$ cat src/hdl/ping_reply_frame_rewriter_core_macros.svh
// ----------------------------------------------------------------------------
// Assertion macros for the ping reply frame rewriter
// Concurrent checks sampled on clk and held off while rst_n is low.
// ----------------------------------------------------------------------------
`ifndef PING_REPLY_FRAME_REWRITER_CORE_MACROS_SVH
`define PING_REPLY_FRAME_REWRITER_CORE_MACROS_SVH

// Check that the consequent holds in the same cycle as the antecedent.
`define PRFR_ASSERT_NOW(lbl, ante, cons, msg) \
  lbl: assert property (@(posedge clk) disable iff (!rst_n) (ante) |-> (cons)) \
    else $error(msg);

// Check that the consequent holds in the cycle after the antecedent.
`define PRFR_ASSERT_NEXT(lbl, ante, cons, msg) \
  lbl: assert property (@(posedge clk) disable iff (!rst_n) (ante) |=> (cons)) \
    else $error(msg);

`endif

$ cat src/hdl/prfr_pkg.sv
`timescale 1ns / 1ps
// ----------------------------------------------------------------------------
// prfr_pkg
// Types, frame offsets and the address swap map of the ping reply rewriter.
// ----------------------------------------------------------------------------
package prfr_pkg;

  localparam int HEADER_BYTES = 34;
  localparam int POS_W        = 6;
  localparam int ADDR_W       = $clog2(HEADER_BYTES);
  localparam int ACC_W        = 20;

  localparam logic [POS_W-1:0] IP_START   = POS_W'(14);
  localparam logic [POS_W-1:0] CSUM_HI    = POS_W'(24);
  localparam logic [POS_W-1:0] CSUM_LO    = POS_W'(25);
  localparam logic [POS_W-1:0] LAST_HDR   = POS_W'(HEADER_BYTES - 1);
  localparam logic [POS_W-1:0] TYPE_POS   = POS_W'(HEADER_BYTES);
  localparam logic [POS_W-1:0] AFTER_TYPE = POS_W'(HEADER_BYTES + 1);

  typedef enum logic {
    SEL_MEM,
    SEL_LIT
  } sel_t;

  typedef struct packed {
    logic              we;
    logic [ADDR_W-1:0] waddr;
    logic [7:0]        wdata;
    logic              re;
    logic [ADDR_W-1:0] raddr;
  } mem_req_t;

  // Source entry for each reply header position: MAC pair and IP pair swap.
  function automatic logic [ADDR_W-1:0] swapped_index(input logic [ADDR_W-1:0] i);
    logic [ADDR_W-1:0] r;
    if (i < ADDR_W'(6)) begin
      r = i + ADDR_W'(6);
    end else if (i < ADDR_W'(12)) begin
      r = i - ADDR_W'(6);
    end else if (i >= ADDR_W'(26) && i < ADDR_W'(30)) begin
      r = i + ADDR_W'(4);
    end else if (i >= ADDR_W'(30) && i < ADDR_W'(34)) begin
      r = i - ADDR_W'(4);
    end else begin
      r = i;
    end
    return r;
  endfunction

endpackage

$ cat src/hdl/prfr_if.sv
`timescale 1ns / 1ps
// ----------------------------------------------------------------------------
// prfr_in_if / prfr_out_if
// Valid/ready byte channels into and out of the ping reply rewriter.
// ----------------------------------------------------------------------------
interface prfr_in_if;
  logic       valid;
  logic       ready;
  logic [7:0] in_byte;
  logic       in_last;

  modport source (output valid, output in_byte, output in_last, input ready);
  modport sink   (input valid, input in_byte, input in_last, output ready);
endinterface

interface prfr_out_if;
  logic       valid;
  logic       ready;
  logic [7:0] out_byte;
  logic       out_last;

  modport source (output valid, output out_byte, output out_last, input ready);
  modport sink   (input valid, input out_byte, input out_last, output ready);
endinterface

$ cat src/hdl/prfr_hdr_mem.sv
`timescale 1ns / 1ps
// ----------------------------------------------------------------------------
// prfr_hdr_mem
// Header byte store: one write port, one read port with registered data.
// ----------------------------------------------------------------------------
module prfr_hdr_mem (
  input  logic               clk,
  input  prfr_pkg::mem_req_t req,
  output logic [7:0]         rd_data
);

  logic [7:0] mem [prfr_pkg::HEADER_BYTES];
  logic [7:0] rd_data_r;

  always_ff @(posedge clk) begin
    if (req.we) begin
      mem[req.waddr] <= req.wdata;
    end
  end

  // Hold read data until the next read.
  always_ff @(posedge clk) begin
    if (req.re) begin
      rd_data_r <= mem[req.raddr];
    end
  end

  assign rd_data = rd_data_r;

endmodule

$ cat src/hdl/ping_reply_frame_rewriter_core.sv
`timescale 1ns / 1ps
// ----------------------------------------------------------------------------
// ping_reply_frame_rewriter_core
// Turns an Ethernet/IPv4 echo frame, one byte per beat, into its reply frame.
// ----------------------------------------------------------------------------
// Path: a pass-through beat is registered in the read stage, then in the output
//   register; header beats take the same path once byte 33 (or a short-frame end) is in.
// Throughput: 1 beat per cycle unless the output stalls; after the header's last
//   byte (or a frame that ends early) input stalls while the header store is read
//   out, one entry per cycle through its single read port: 34 entries, or pos+1 when short.
// Reset: rst_n (synchronous, low) clears position, checksum and mode; the
//   header store is not cleared, only entries written in a frame are read.
// ----------------------------------------------------------------------------
`include "ping_reply_frame_rewriter_core_macros.svh"

module ping_reply_frame_rewriter_core (
  input  logic              clk,
  input  logic              rst_n,
  prfr_in_if.sink           in_ch,
  prfr_out_if.source        out_ch
);

  localparam int POS_W  = prfr_pkg::POS_W;
  localparam int ADDR_W = prfr_pkg::ADDR_W;
  localparam int ACC_W  = prfr_pkg::ACC_W;

  // Frame tracking
  logic [POS_W-1:0]  pos_r, pos_nxt;
  logic              pass_r, pass_nxt;
  logic [ACC_W-1:0]  acc_r, acc_nxt;

  // Checksum fold, free running off the accumulator
  logic [16:0]       fold_r;
  logic [15:0]       csum_r;

  // Header readout sequencer
  logic              flush_active_r, flush_active_nxt;
  logic [POS_W-1:0]  flush_cnt_r, flush_cnt_nxt;
  logic [POS_W-1:0]  flush_end_r, flush_end_nxt;
  logic              flush_swap_r, flush_swap_nxt;
  logic              flush_last_r, flush_last_nxt;

  // Read stage (aligned with registered memory data)
  logic              s1_vld_r, s1_vld_nxt;
  prfr_pkg::sel_t    s1_sel_r, s1_sel_nxt;
  logic [7:0]        s1_lit_r, s1_lit_nxt;
  logic              s1_last_r, s1_last_nxt;

  // Output register
  logic              out_vld_r, out_vld_nxt;
  logic [7:0]        out_byte_r, out_byte_nxt;
  logic              out_last_r, out_last_nxt;

  logic              in_fire;
  logic              s1_move;
  logic              s1_free;
  logic              flush_issue;
  logic              flush_done;
  logic [7:0]        rd_data;
  logic [15:0]       csum_word;
  prfr_pkg::mem_req_t mem_req;

  assign s1_move     = s1_vld_r && (!out_vld_r || out_ch.ready);
  assign s1_free     = !s1_vld_r || s1_move;
  assign flush_issue = flush_active_r && s1_free;
  assign flush_done  = flush_issue && (flush_cnt_r == flush_end_r);

  // Hold input while the header is read out or the read stage cannot move on.
  assign in_ch.ready = !flush_active_r && s1_free;
  assign in_fire     = in_ch.valid && in_ch.ready;

  // Byte weight within its 16-bit word: even offsets are the high byte.
  assign csum_word = pos_r[0] ? {8'h00, in_ch.in_byte} : {in_ch.in_byte, 8'h00};

  // Write header bytes; read the swapped or plain entry during readout.
  always_comb begin
    mem_req.we    = in_fire && !pass_r;
    mem_req.waddr = pos_r[ADDR_W-1:0];
    mem_req.wdata = in_ch.in_byte;
    mem_req.re    = flush_issue;
    mem_req.raddr = flush_swap_r ? prfr_pkg::swapped_index(flush_cnt_r[ADDR_W-1:0])
                                 : flush_cnt_r[ADDR_W-1:0];
  end

  prfr_hdr_mem u_hdr_mem (
    .clk     (clk),
    .req     (mem_req),
    .rd_data (rd_data)
  );

  always_comb begin
    pos_nxt          = pos_r;
    pass_nxt         = pass_r;
    acc_nxt          = acc_r;
    flush_active_nxt = flush_active_r;
    flush_cnt_nxt    = flush_cnt_r;
    flush_end_nxt    = flush_end_r;
    flush_swap_nxt   = flush_swap_r;
    flush_last_nxt   = flush_last_r;
    s1_vld_nxt       = s1_vld_r;
    s1_sel_nxt       = s1_sel_r;
    s1_lit_nxt       = s1_lit_r;
    s1_last_nxt      = s1_last_r;
    out_vld_nxt      = out_vld_r;
    out_byte_nxt     = out_byte_r;
    out_last_nxt     = out_last_r;

    // Advance the output register.
    if (s1_move) begin
      out_vld_nxt  = 1'b1;
      out_byte_nxt = (s1_sel_r == prfr_pkg::SEL_MEM) ? rd_data : s1_lit_r;
      out_last_nxt = s1_last_r;
    end else if (out_ch.ready) begin
      out_vld_nxt = 1'b0;
    end

    if (s1_move) begin
      s1_vld_nxt = 1'b0;
    end

    // Header readout: in a full-header readout the checksum field comes from the folded sum.
    if (flush_issue) begin
      s1_vld_nxt  = 1'b1;
      s1_last_nxt = flush_done && flush_last_r;
      if (flush_swap_r && flush_cnt_r == prfr_pkg::CSUM_HI) begin
        s1_sel_nxt = prfr_pkg::SEL_LIT;
        s1_lit_nxt = csum_r[15:8];
      end else if (flush_swap_r && flush_cnt_r == prfr_pkg::CSUM_LO) begin
        s1_sel_nxt = prfr_pkg::SEL_LIT;
        s1_lit_nxt = csum_r[7:0];
      end else begin
        s1_sel_nxt = prfr_pkg::SEL_MEM;
      end
      flush_cnt_nxt = flush_cnt_r + POS_W'(1);
      if (flush_done) begin
        flush_active_nxt = 1'b0;
        acc_nxt          = '0;
      end
    end

    if (in_fire) begin
      if (pass_r) begin
        // Pass the beat on; zero the ICMP type.
        s1_vld_nxt  = 1'b1;
        s1_sel_nxt  = prfr_pkg::SEL_LIT;
        s1_lit_nxt  = (pos_r == prfr_pkg::TYPE_POS) ? 8'h00 : in_ch.in_byte;
        s1_last_nxt = in_ch.in_last;
        if (in_ch.in_last) begin
          pos_nxt  = '0;
          pass_nxt = 1'b0;
        end else if (pos_r < prfr_pkg::AFTER_TYPE) begin
          pos_nxt = pos_r + POS_W'(1);
        end
      end else begin
        if (pos_r >= prfr_pkg::IP_START && pos_r != prfr_pkg::CSUM_HI &&
            pos_r != prfr_pkg::CSUM_LO) begin
          acc_nxt = acc_r + {{(ACC_W-16){1'b0}}, csum_word};
        end
        if (pos_r == prfr_pkg::LAST_HDR) begin
          // Full header: read it out rewritten.
          flush_active_nxt = 1'b1;
          flush_cnt_nxt    = '0;
          flush_end_nxt    = pos_r;
          flush_swap_nxt   = 1'b1;
          flush_last_nxt   = in_ch.in_last;
          if (in_ch.in_last) begin
            pos_nxt = '0;
          end else begin
            pass_nxt = 1'b1;
            pos_nxt  = prfr_pkg::TYPE_POS;
          end
        end else if (in_ch.in_last) begin
          // Short frame: read back what was held, unchanged.
          flush_active_nxt = 1'b1;
          flush_cnt_nxt    = '0;
          flush_end_nxt    = pos_r;
          flush_swap_nxt   = 1'b0;
          flush_last_nxt   = 1'b1;
          pos_nxt          = '0;
        end else begin
          pos_nxt = pos_r + POS_W'(1);
        end
      end
    end
  end

  always_ff @(posedge clk) begin
    if (!rst_n) begin
      pos_r          <= '0;
      pass_r         <= 1'b0;
      acc_r          <= '0;
      flush_active_r <= 1'b0;
      flush_cnt_r    <= '0;
      flush_end_r    <= '0;
      flush_swap_r   <= 1'b0;
      flush_last_r   <= 1'b0;
      s1_vld_r       <= 1'b0;
      out_vld_r      <= 1'b0;
    end else begin
      pos_r          <= pos_nxt;
      pass_r         <= pass_nxt;
      acc_r          <= acc_nxt;
      flush_active_r <= flush_active_nxt;
      flush_cnt_r    <= flush_cnt_nxt;
      flush_end_r    <= flush_end_nxt;
      flush_swap_r   <= flush_swap_nxt;
      flush_last_r   <= flush_last_nxt;
      s1_vld_r       <= s1_vld_nxt;
      out_vld_r      <= out_vld_nxt;
    end
  end

  // Payload registers
  always_ff @(posedge clk) begin
    s1_sel_r   <= s1_sel_nxt;
    s1_lit_r   <= s1_lit_nxt;
    s1_last_r  <= s1_last_nxt;
    out_byte_r <= out_byte_nxt;
    out_last_r <= out_last_nxt;
  end

  // Fold carries twice and complement, through fold_r and then csum_r; the result
  // settles long before the checksum field is read out.
  always_ff @(posedge clk) begin
    fold_r <= {1'b0, acc_r[15:0]} + {13'b0, acc_r[ACC_W-1:16]};
    csum_r <= ~(fold_r[15:0] + {15'b0, fold_r[16]});
  end

  assign out_ch.valid    = out_vld_r;
  assign out_ch.out_byte = out_byte_r;
  assign out_ch.out_last = out_last_r;

  `PRFR_ASSERT_NOW(a_no_write_in_flush, mem_req.we, !flush_active_r,
    "header store written during readout")
  `PRFR_ASSERT_NOW(a_flush_in_range, flush_active_r, flush_cnt_r <= flush_end_r,
    "readout counter ran past the held header")
  `PRFR_ASSERT_NEXT(a_flush_stops, flush_done, !flush_active_r && acc_r == '0,
    "readout did not stop or checksum not cleared")
  `PRFR_ASSERT_NOW(a_pass_pos, pass_r, pos_r >= prfr_pkg::TYPE_POS,
    "pass-through mode with position inside the header")

endmodule

$ cat src/flat_wrapper.sv
// flat-port wrapper written by rule: the top's interface ports become plain ports
module ping_reply_frame_rewriter_core_flat 
  (clk, rst_n, in_ch_valid, in_ch_in_byte, in_ch_in_last, in_ch_ready, out_ch_valid, out_ch_out_byte, out_ch_out_last, out_ch_ready);
  prfr_in_if in_ch_i ();
  prfr_out_if out_ch_i ();
  input  logic clk;
  input  logic rst_n;
  input wire logic [$bits(in_ch_i.valid)-1:0] in_ch_valid;
  input wire logic [$bits(in_ch_i.in_byte)-1:0] in_ch_in_byte;
  input wire logic [$bits(in_ch_i.in_last)-1:0] in_ch_in_last;
  output wire logic [$bits(in_ch_i.ready)-1:0] in_ch_ready;
  output wire logic [$bits(out_ch_i.valid)-1:0] out_ch_valid;
  output wire logic [$bits(out_ch_i.out_byte)-1:0] out_ch_out_byte;
  output wire logic [$bits(out_ch_i.out_last)-1:0] out_ch_out_last;
  input wire logic [$bits(out_ch_i.ready)-1:0] out_ch_ready;
  assign in_ch_i.valid = in_ch_valid;
  assign in_ch_i.in_byte = in_ch_in_byte;
  assign in_ch_i.in_last = in_ch_in_last;
  assign in_ch_ready = in_ch_i.ready;
  assign out_ch_valid = out_ch_i.valid;
  assign out_ch_out_byte = out_ch_i.out_byte;
  assign out_ch_out_last = out_ch_i.out_last;
  assign out_ch_i.ready = out_ch_ready;
  ping_reply_frame_rewriter_core u_core (.clk(clk), .rst_n(rst_n), .in_ch(in_ch_i), .out_ch(out_ch_i));
endmodule
$ cat config.mk
export PLATFORM = sky130hd
export DESIGN_NAME = ping_reply_frame_rewriter_core_flat
export DESIGN_NICKNAME = d
export VERILOG_FILES = /design/src/hdl/prfr_pkg.sv /design/src/hdl/prfr_if.sv /design/src/hdl/prfr_hdr_mem.sv /design/src/hdl/ping_reply_frame_rewriter_core.sv /design/src/flat_wrapper.sv
export VERILOG_INCLUDE_DIRS = /design/src /design/src/hdl
export SDC_FILE = /design/constraint.sdc
export NUM_CORES = 1
export LEC_CHECK = 0
export ABC_AREA = 1
export BUFFER_PORTS_ARGS = -buffer_cell sky130_fd_sc_hd__buf_2
export CAP_MARGIN = 5
export CORE_MARGIN = 2
export CORE_UTILIZATION = 28
export DETAILED_ROUTE_END_ITERATION = 12
export SYNTH_ARGS = -nofsm -noshare
export SYNTH_HDL_FRONTEND = slang
export SYNTH_SLANG_ARGS = --single-unit
$ cat constraint.sdc
create_clock -name clk -period 3.14 [get_ports clk]
set_input_delay 0.628 -clock clk [delete_from_list [all_inputs] [get_ports clk]]
set_output_delay 0.628 -clock clk [all_outputs]
set_load 0.02 [all_outputs]
; Word-level counts from Yosys, hierarchy flattened
; Memories as Yosys holds them, arrays and structs flattened. A register that Yosys moved wholly into a read port is not among the register bits.
; Cells that the tools add are included.
[totals]
regBits = 96
mem_bits_rw = 272
inputBits = 13
elab_cells = 128
memories = 1
[memory_table]
columns = name, words, width, rd, rd_clocked_by_memory_dff, wr, line_no
row1 = u_core.u_hdr_mem.mem, 34, 8, 1, 1, 1, prfr_hdr_mem.sv:12  ; logic [7:0] mem [prfr_pkg::HEADER_BYTES];
[classes]
n_addsub = 9
n_lt_le_gt_ge = 8
eq_ne = 8
n_mux = 60
n_bitwise = 2
n_reduce_logical = 23
[ops]
columns = cell, n
row1 = 6-bit two-way mux, 18
row2 = 20-bit two-way mux, 5
row3 = 8-bit two-way mux, 7
row4 = 1-bit two-way mux, 29
row5 = 20-bit by 16-bit adder with 20-bit output, 1
row6 = 16-bit by 4-bit adder with 17-bit output, 1
row7 = 16-bit by 1-bit adder with 16-bit output, 1
row8 = 16-bit two-way mux, 1
row9 = 16-bit NOT, 1
row10 = 1-bit logical AND, 13
row11 = 6-bit by 1-bit adder with 6-bit output (second input constant), 2
row12 = 6-bit by 3-bit adder with 6-bit output (second input constant), 2
row13 = 6-bit by 5-bit == test with 1-bit output (second input constant), 2
row14 = 6-bit == test (second input constant), 2
row15 = 6-bit by 5-bit greater-or-equal comparator with 1-bit output (second input constant), 2
row16 = 6-bit < comparator (second input constant), 2
row17 = 6-bit by 5-bit != test with 1-bit output (second input constant), 2
row18 = 6-bit by 3-bit subtractor with 6-bit output (second input constant), 2
row19 = 6-bit == test, 1
row20 = 6-bit by 4-bit greater-or-equal comparator with 1-bit output (second input constant), 1
row21 = 6-bit by 3-bit < comparator with 1-bit output (second input constant), 1
row22 = 6-bit by 4-bit < comparator with 1-bit output (second input constant), 1
row23 = 6-bit by 5-bit < comparator with 1-bit output (second input constant), 1
row24 = 1-bit logical NOT, 4
row25 = 6 further kinds, 8

; Longest topological paths before layout
[depth]
ltp_word = 12
depth_mapped = 20
depth_no_buf = 18

; Hierarchy
; A second synthesis with hierarchy kept.
[hier_totals]
hier_cells = 1771
hier_area_um2 = 17167.7
[modules_own_cells]
columns = module, n_inst, cells_each, area_each_um2, seq_area_each_um2
row1 = prfr_hdr_mem, 1, 963, 11362.1, 8408.1
row2 = ping_reply_frame_rewriter_core, 1, 808, 5805.6, 2011.9

; Worst setup path before layout
; Ideal clock, no wire load.
[synth_path]
path_type = register -> register
startpoint = reg u_core.pos_r[0]
endpoint = reg u_core.acc_r[12]
arrival_time_ns = 2.569
required_ns = 3.066
setup_slack_ns = 0.497
path_stages_with_launch = 17
path_buffers = 1
cell_sequence = dfxtp_1 -> clkbuf_1 -> nand2_1 -> inv_1 -> ha_1 -> inv_1 -> fa_1 -> inv_1 -> nand3_1 -> nand2_1 -> a21boi_0 -> o21ai_0 -> inv_1 -> o21ai_0 -> nand3_1 -> a21o_1 -> a31oi_1
[synth_via]
elab_chain_cells = 6
[synth_rtl]
columns = element, line_no
row1 = "start, declared", ping_reply_frame_rewriter_core.sv:28  ; logic [POS_W-1:0] pos_r, pos_nxt;
row2 = "start signal, assigned", ping_reply_frame_rewriter_core.sv:200  ; pos_r <= pos_nxt;
row3 = branches (longest 3 deep; another with 20-bit by 16-bit adder with 20-bit output), -
row4 = 20-bit two-way mux (*), ping_reply_frame_rewriter_core.sv:155  ; if (pos_r >= prfr_pkg::IP_START && pos_r != prfr_pkg::CSUM_HI &&
row5 = 20-bit two-way mux (*), ping_reply_frame_rewriter_core.sv:142  ; if (pass_r) begin
row6 = 20-bit two-way mux (*), ping_reply_frame_rewriter_core.sv:141  ; if (in_fire) begin
row7 = "end signal, assigned", ping_reply_frame_rewriter_core.sv:202  ; acc_r <= acc_nxt;
row8 = "end, declared", ping_reply_frame_rewriter_core.sv:30  ; logic [ACC_W-1:0] acc_r, acc_nxt;
; Every way passes the cells marked *.
; A chain may end at the register's enable or synchronous reset.

; Worst setup path after layout
[layout_path]
startpoint = reg u_core.flush_cnt_r[2]
endpoint = reg u_core.u_hdr_mem.rd_data_r[4], in the netlist u_core.u_hdr_mem.rd_data[4] (read register of u_core.u_hdr_mem.mem), data pin
[layout_via]
elab_chain_cells = 7
[layout_rtl]
columns = element, line_no
row1 = "start, declared", ping_reply_frame_rewriter_core.sv:38  ; logic [POS_W-1:0] flush_cnt_r, flush_cnt_nxt;
row2 = "start signal, assigned", ping_reply_frame_rewriter_core.sv:204  ; flush_cnt_r <= flush_cnt_nxt;
row3 = 6-bit by 5-bit greater-or-equal comparator with 1-bit output / 6-bit < comparator (equally long branches), prfr_pkg.sv:42  ; end else if (i >= ADDR_W'(30) && i < ADDR_W'(34)) begin
row4 = 1-bit logical AND, prfr_pkg.sv:42
row5 = 6-bit two-way mux, prfr_pkg.sv:42
row6 = 6-bit two-way mux, prfr_pkg.sv:40  ; end else if (i >= ADDR_W'(26) && i < ADDR_W'(30)) begin
row7 = 6-bit two-way mux, prfr_pkg.sv:38  ; end else if (i < ADDR_W'(12)) begin
row8 = 6-bit two-way mux, prfr_pkg.sv:36  ; if (i < ADDR_W'(6)) begin
row9 = 6-bit two-way mux (*), ping_reply_frame_rewriter_core.sv:81  ; mem_req.raddr = flush_swap_r ? prfr_pkg::swapped_index(flush_cnt_r[ADDR_W-1:0])
row10 = "end, declared", prfr_hdr_mem.sv:13  ; logic [7:0] rd_data_r;
; Every way passes the cells marked *; elsewhere a longest branch is shown, timed or not.

==> reports/qor.csv <==
metric,value,unit
status,"finished, final reports clean",
Final Max Tran Viols,0,
initial antenna violation count,0,
final wirelength,44000,microns
Synth warnings,0,
RR Endpoint,u_core.u_hdr_mem.rd_data[4],
unrepaired setup endpoints after global routing,no,
prevailing post-synth register cell,edfxtp_1,
Worst Setup End Kind,flop,
die width,252,microns
final instance area,19700,sq um
Critical Path AT,3220,ps
critical path peak fanout,25,
# H-tree levels,2,
R2R cell count,15,
hold_buf cts,0,
row count,90,
number of fill cells,6127,
largest net degree at the start of global routing,137,
clock group share of total power,40.1,%
Synth cell types,52,
share of cells above drive strength 1,14.7,%
register area share after synthesis,60.5,%
IO Port Bufs,23,
total CTS buffers,38,
P_sw,2560,uW
CP Launch Type,flop,
Tmin final,2820,ps
CP required,3540,ps
WL/cell,17.5,microns
Residual DRC,0,
setup ws final,323,ps
DRT antenna net count,0,
"flops & latches, synth",376,
Hold Path Sink,u_core.pass_r,
GRT overflow,0,
# setup viols final,0,
Worst Setup Path Type,flop to flop,
Layout area overhead,14.2,%
Initial Util,28.4,%
synthesized area per cell,10.5,sq um
pre-CTS setup slack,187,ps
final hold vios,0,
Cells after Synth,1640,
Core ar.,60600,sq um
internal power,8180,uW
worst hold path class,input port to flop,
worst r2r src,u_core.flush_cnt_r[2],
hold_sp,in_ch_in_last,
Net Sw Frac,23.9,%
Post-DP HPWL,29700,microns
Die Height,252,microns
placed cells,2446,
first-pass detailed-route iteration total,5,
global-route wire length before repair,68000,microns
Fin Clk Skew,15.6,ps
DR vias/cell,4.76,
part of the power in registers,51.5,%
Worst-Margin Slew,984,ps
CTS tree,yes,
Worst-path clk slew,60,ps
die area,63500,sq um
Sink Count,376,
post-route setup TNS,0,ps
ant diodes,0,
Slew HR,34.3,%
Final period util,89.7,%
Async SR Flop Fraction,0,%
Post-Layout Cell Count,2512,
IO Pins,24,
flop2flop setup slack,320,ps
Syn Nets,1692,
RePlAce Congestion,0.905,
Worst-Skew Late Latency,540,ps
Starting DRT DRC Count,1046,
Max rail drop VDD,242,uV
PD cells,546,nW/um^2
Leak,0.00719,uW
WHS Path Cells,2,
max_cap viols,0,
Comb power frac,8.5,%
CTS max path bufs,3,
"EDFF count, synth",289,
gr usage total,13.8,%
number of global-route vias before repair,11600,
Syn Std Cell Area,17200,sq um
nets,1756,
Max Clock Freq,355,MHz
placed cell area,18500,sq um
via count,12000,
Root Buffer,clkbuf_16,
## per-stage QoR
stage	util, %	power, uW	hold WS, ps
global placement	30.5	6540	453
global route	32.5	11100	370
floorplan	-	6180	408
CTS	32.4	10800	332
detailed placement	30.5	6540	456
finish	32.5	10700	351
## how the worst max path moves through the flow
stage	startpoint	to	slack (ps)
2_1_floorplan	u_core.pos_r[0]	u_core.acc_r[12]	500
3_3_place_gp	in_ch_in_byte[0]	u_core.acc_r[12]	140
3_5_place_dp	in_ch_in_byte[0]	u_core.acc_r[12]	190
4_1_cts	u_core.flush_cnt_r[2]	u_core.u_hdr_mem.rd_data[4]	230
5_1_grt	u_core.flush_cnt_r[3]	u_core.u_hdr_mem.rd_data[7]	20
6_report	u_core.flush_cnt_r[2]	u_core.u_hdr_mem.rd_data[4]	320
## worst max-delay path: stages, from the launching register on
cell and delay [ps]:
dfxtp_1 470, clkinvlp_4 240, ha_1 280, a21oi_1 220, nand2_2 100, nand2_4 110, nand3_1 80, nand2_1 70
nand2_1 80, nand2_4 220, nand2_8 170, inv_1 220, nand3_1 140, nand3_1 90, nand3_1 110, nand2_1 70
## registers in the layout, summed over array words and instances, names as in the netlist
register,count
u_core.csum_r,16
u_core.pass_r,1
u_core.out_ch.valid,1
u_core.s1_vld_r,1
u_core.s1_last_r,1
u_core.flush_cnt_r,6
u_core.s1_lit_r,8
u_core.pos_r,6
u_core.flush_end_r,6
u_core.u_hdr_mem.mem,272
u_core.acc_r,20
u_core.out_ch.out_byte,8
u_core.u_hdr_mem.rd_data,8
u_core.out_ch.out_last,1
u_core.flush_active_r,1
u_core.s1_sel_r,1
u_core.flush_last_r,1
u_core.flush_swap_r,1
u_core.fold_r,17
## cell type report
cell class | count | area, sq um | share of cell area [%]
clock buffers | 46 | 1040 | 5.30
clock inverters | 20 | 121 | 0.617
inverters | 126 | 477 | 2.42
multi-input cells | 1072 | 5970 | 30.4
flip-flops and latches | 376 | 10400 | 53.0
well taps | 782 | 978 | 4.97
repair buffers | 90 | 656 | 3.33
## synth_stat cells (all sizes together), types with 3 or more instances
cell    count  area (sq um)
o211ai     48           360
o21ai     130           651
a211oi      7          52.6
o22ai       6          37.5
xnor2      10          87.6
nor3       13          75.1
nand2     339          1350
xor2       31           272
nand3     122           626
a21oi      60           304
nand4       9          56.3
nor4        4          25.0
buf        34           264
edfxtp    289          8680
clkbuf     32           123
mux2i      32           320
a31oi       4          25.0
clkinv      5          18.8
inv       121           454
nor2      119           478
o31ai       3          22.5
or2        61           382
ha         37           463
mux2        8          90.1
nand3b      9          67.6
a221oi      4          35.0
dfxtp      87          1740
## power by group through the flow
stage	Clock, uW	Sequential [uW]	Combinational [uW]
floorplan	0	5610	573
global placement	0	5630	906
detailed placement	0	5630	913
CTS	4380	5530	916
global route	4560	5530	1010
finish	4300	5530	911
## placed cells by master, fill, tap and decap left out, types with 39 or more instances in the layout
cell,n
buf_4,64
o211ai_1,48
nand3_1,119
o21ai_0,83
dfxtp_1,86
nor2_1,116
a21oi_1,59
o21ai_1,47
nand2_1,324
or2_2,61
inv_1,112
clkbuf_16,39
edfxtp_1,289
## logic make-up (layout without fill, tap and decap cells)
logic type	count (synthesis)	in the layout	share of synthesized area, %
and+or+nand+nor	679	679	17.9
DFF	376	376	60.5
AOI/OAI and AO/OA	273	273	9.21
buffers and inverters	192	282	4.99
xor gates and xnor gates	41	41	2.08
muxes	40	40	2.38
adders and majority gates	39	39	2.92
## per-layer routing
layer / routed length (microns) / vias to the layer above / track usage [%]
li1: - / 5814 / -
met1: 19900 / 5771 / 18.8
met2: 20200 / 293 / 22.1
met3: 2340 / 74 / 2.22
met4: 1530 / 0 / 5.19
met5: 0 / - / 0
## what timing repair did
| item | CTS | global route |
|---|---|---|
| buffers inserted | 0 | 0 |
| resized for setup | 0 | 4 |
| setup endpoints to repair | 0 | 8 |
No activity file was read; power rests on OpenSTA's default activity.
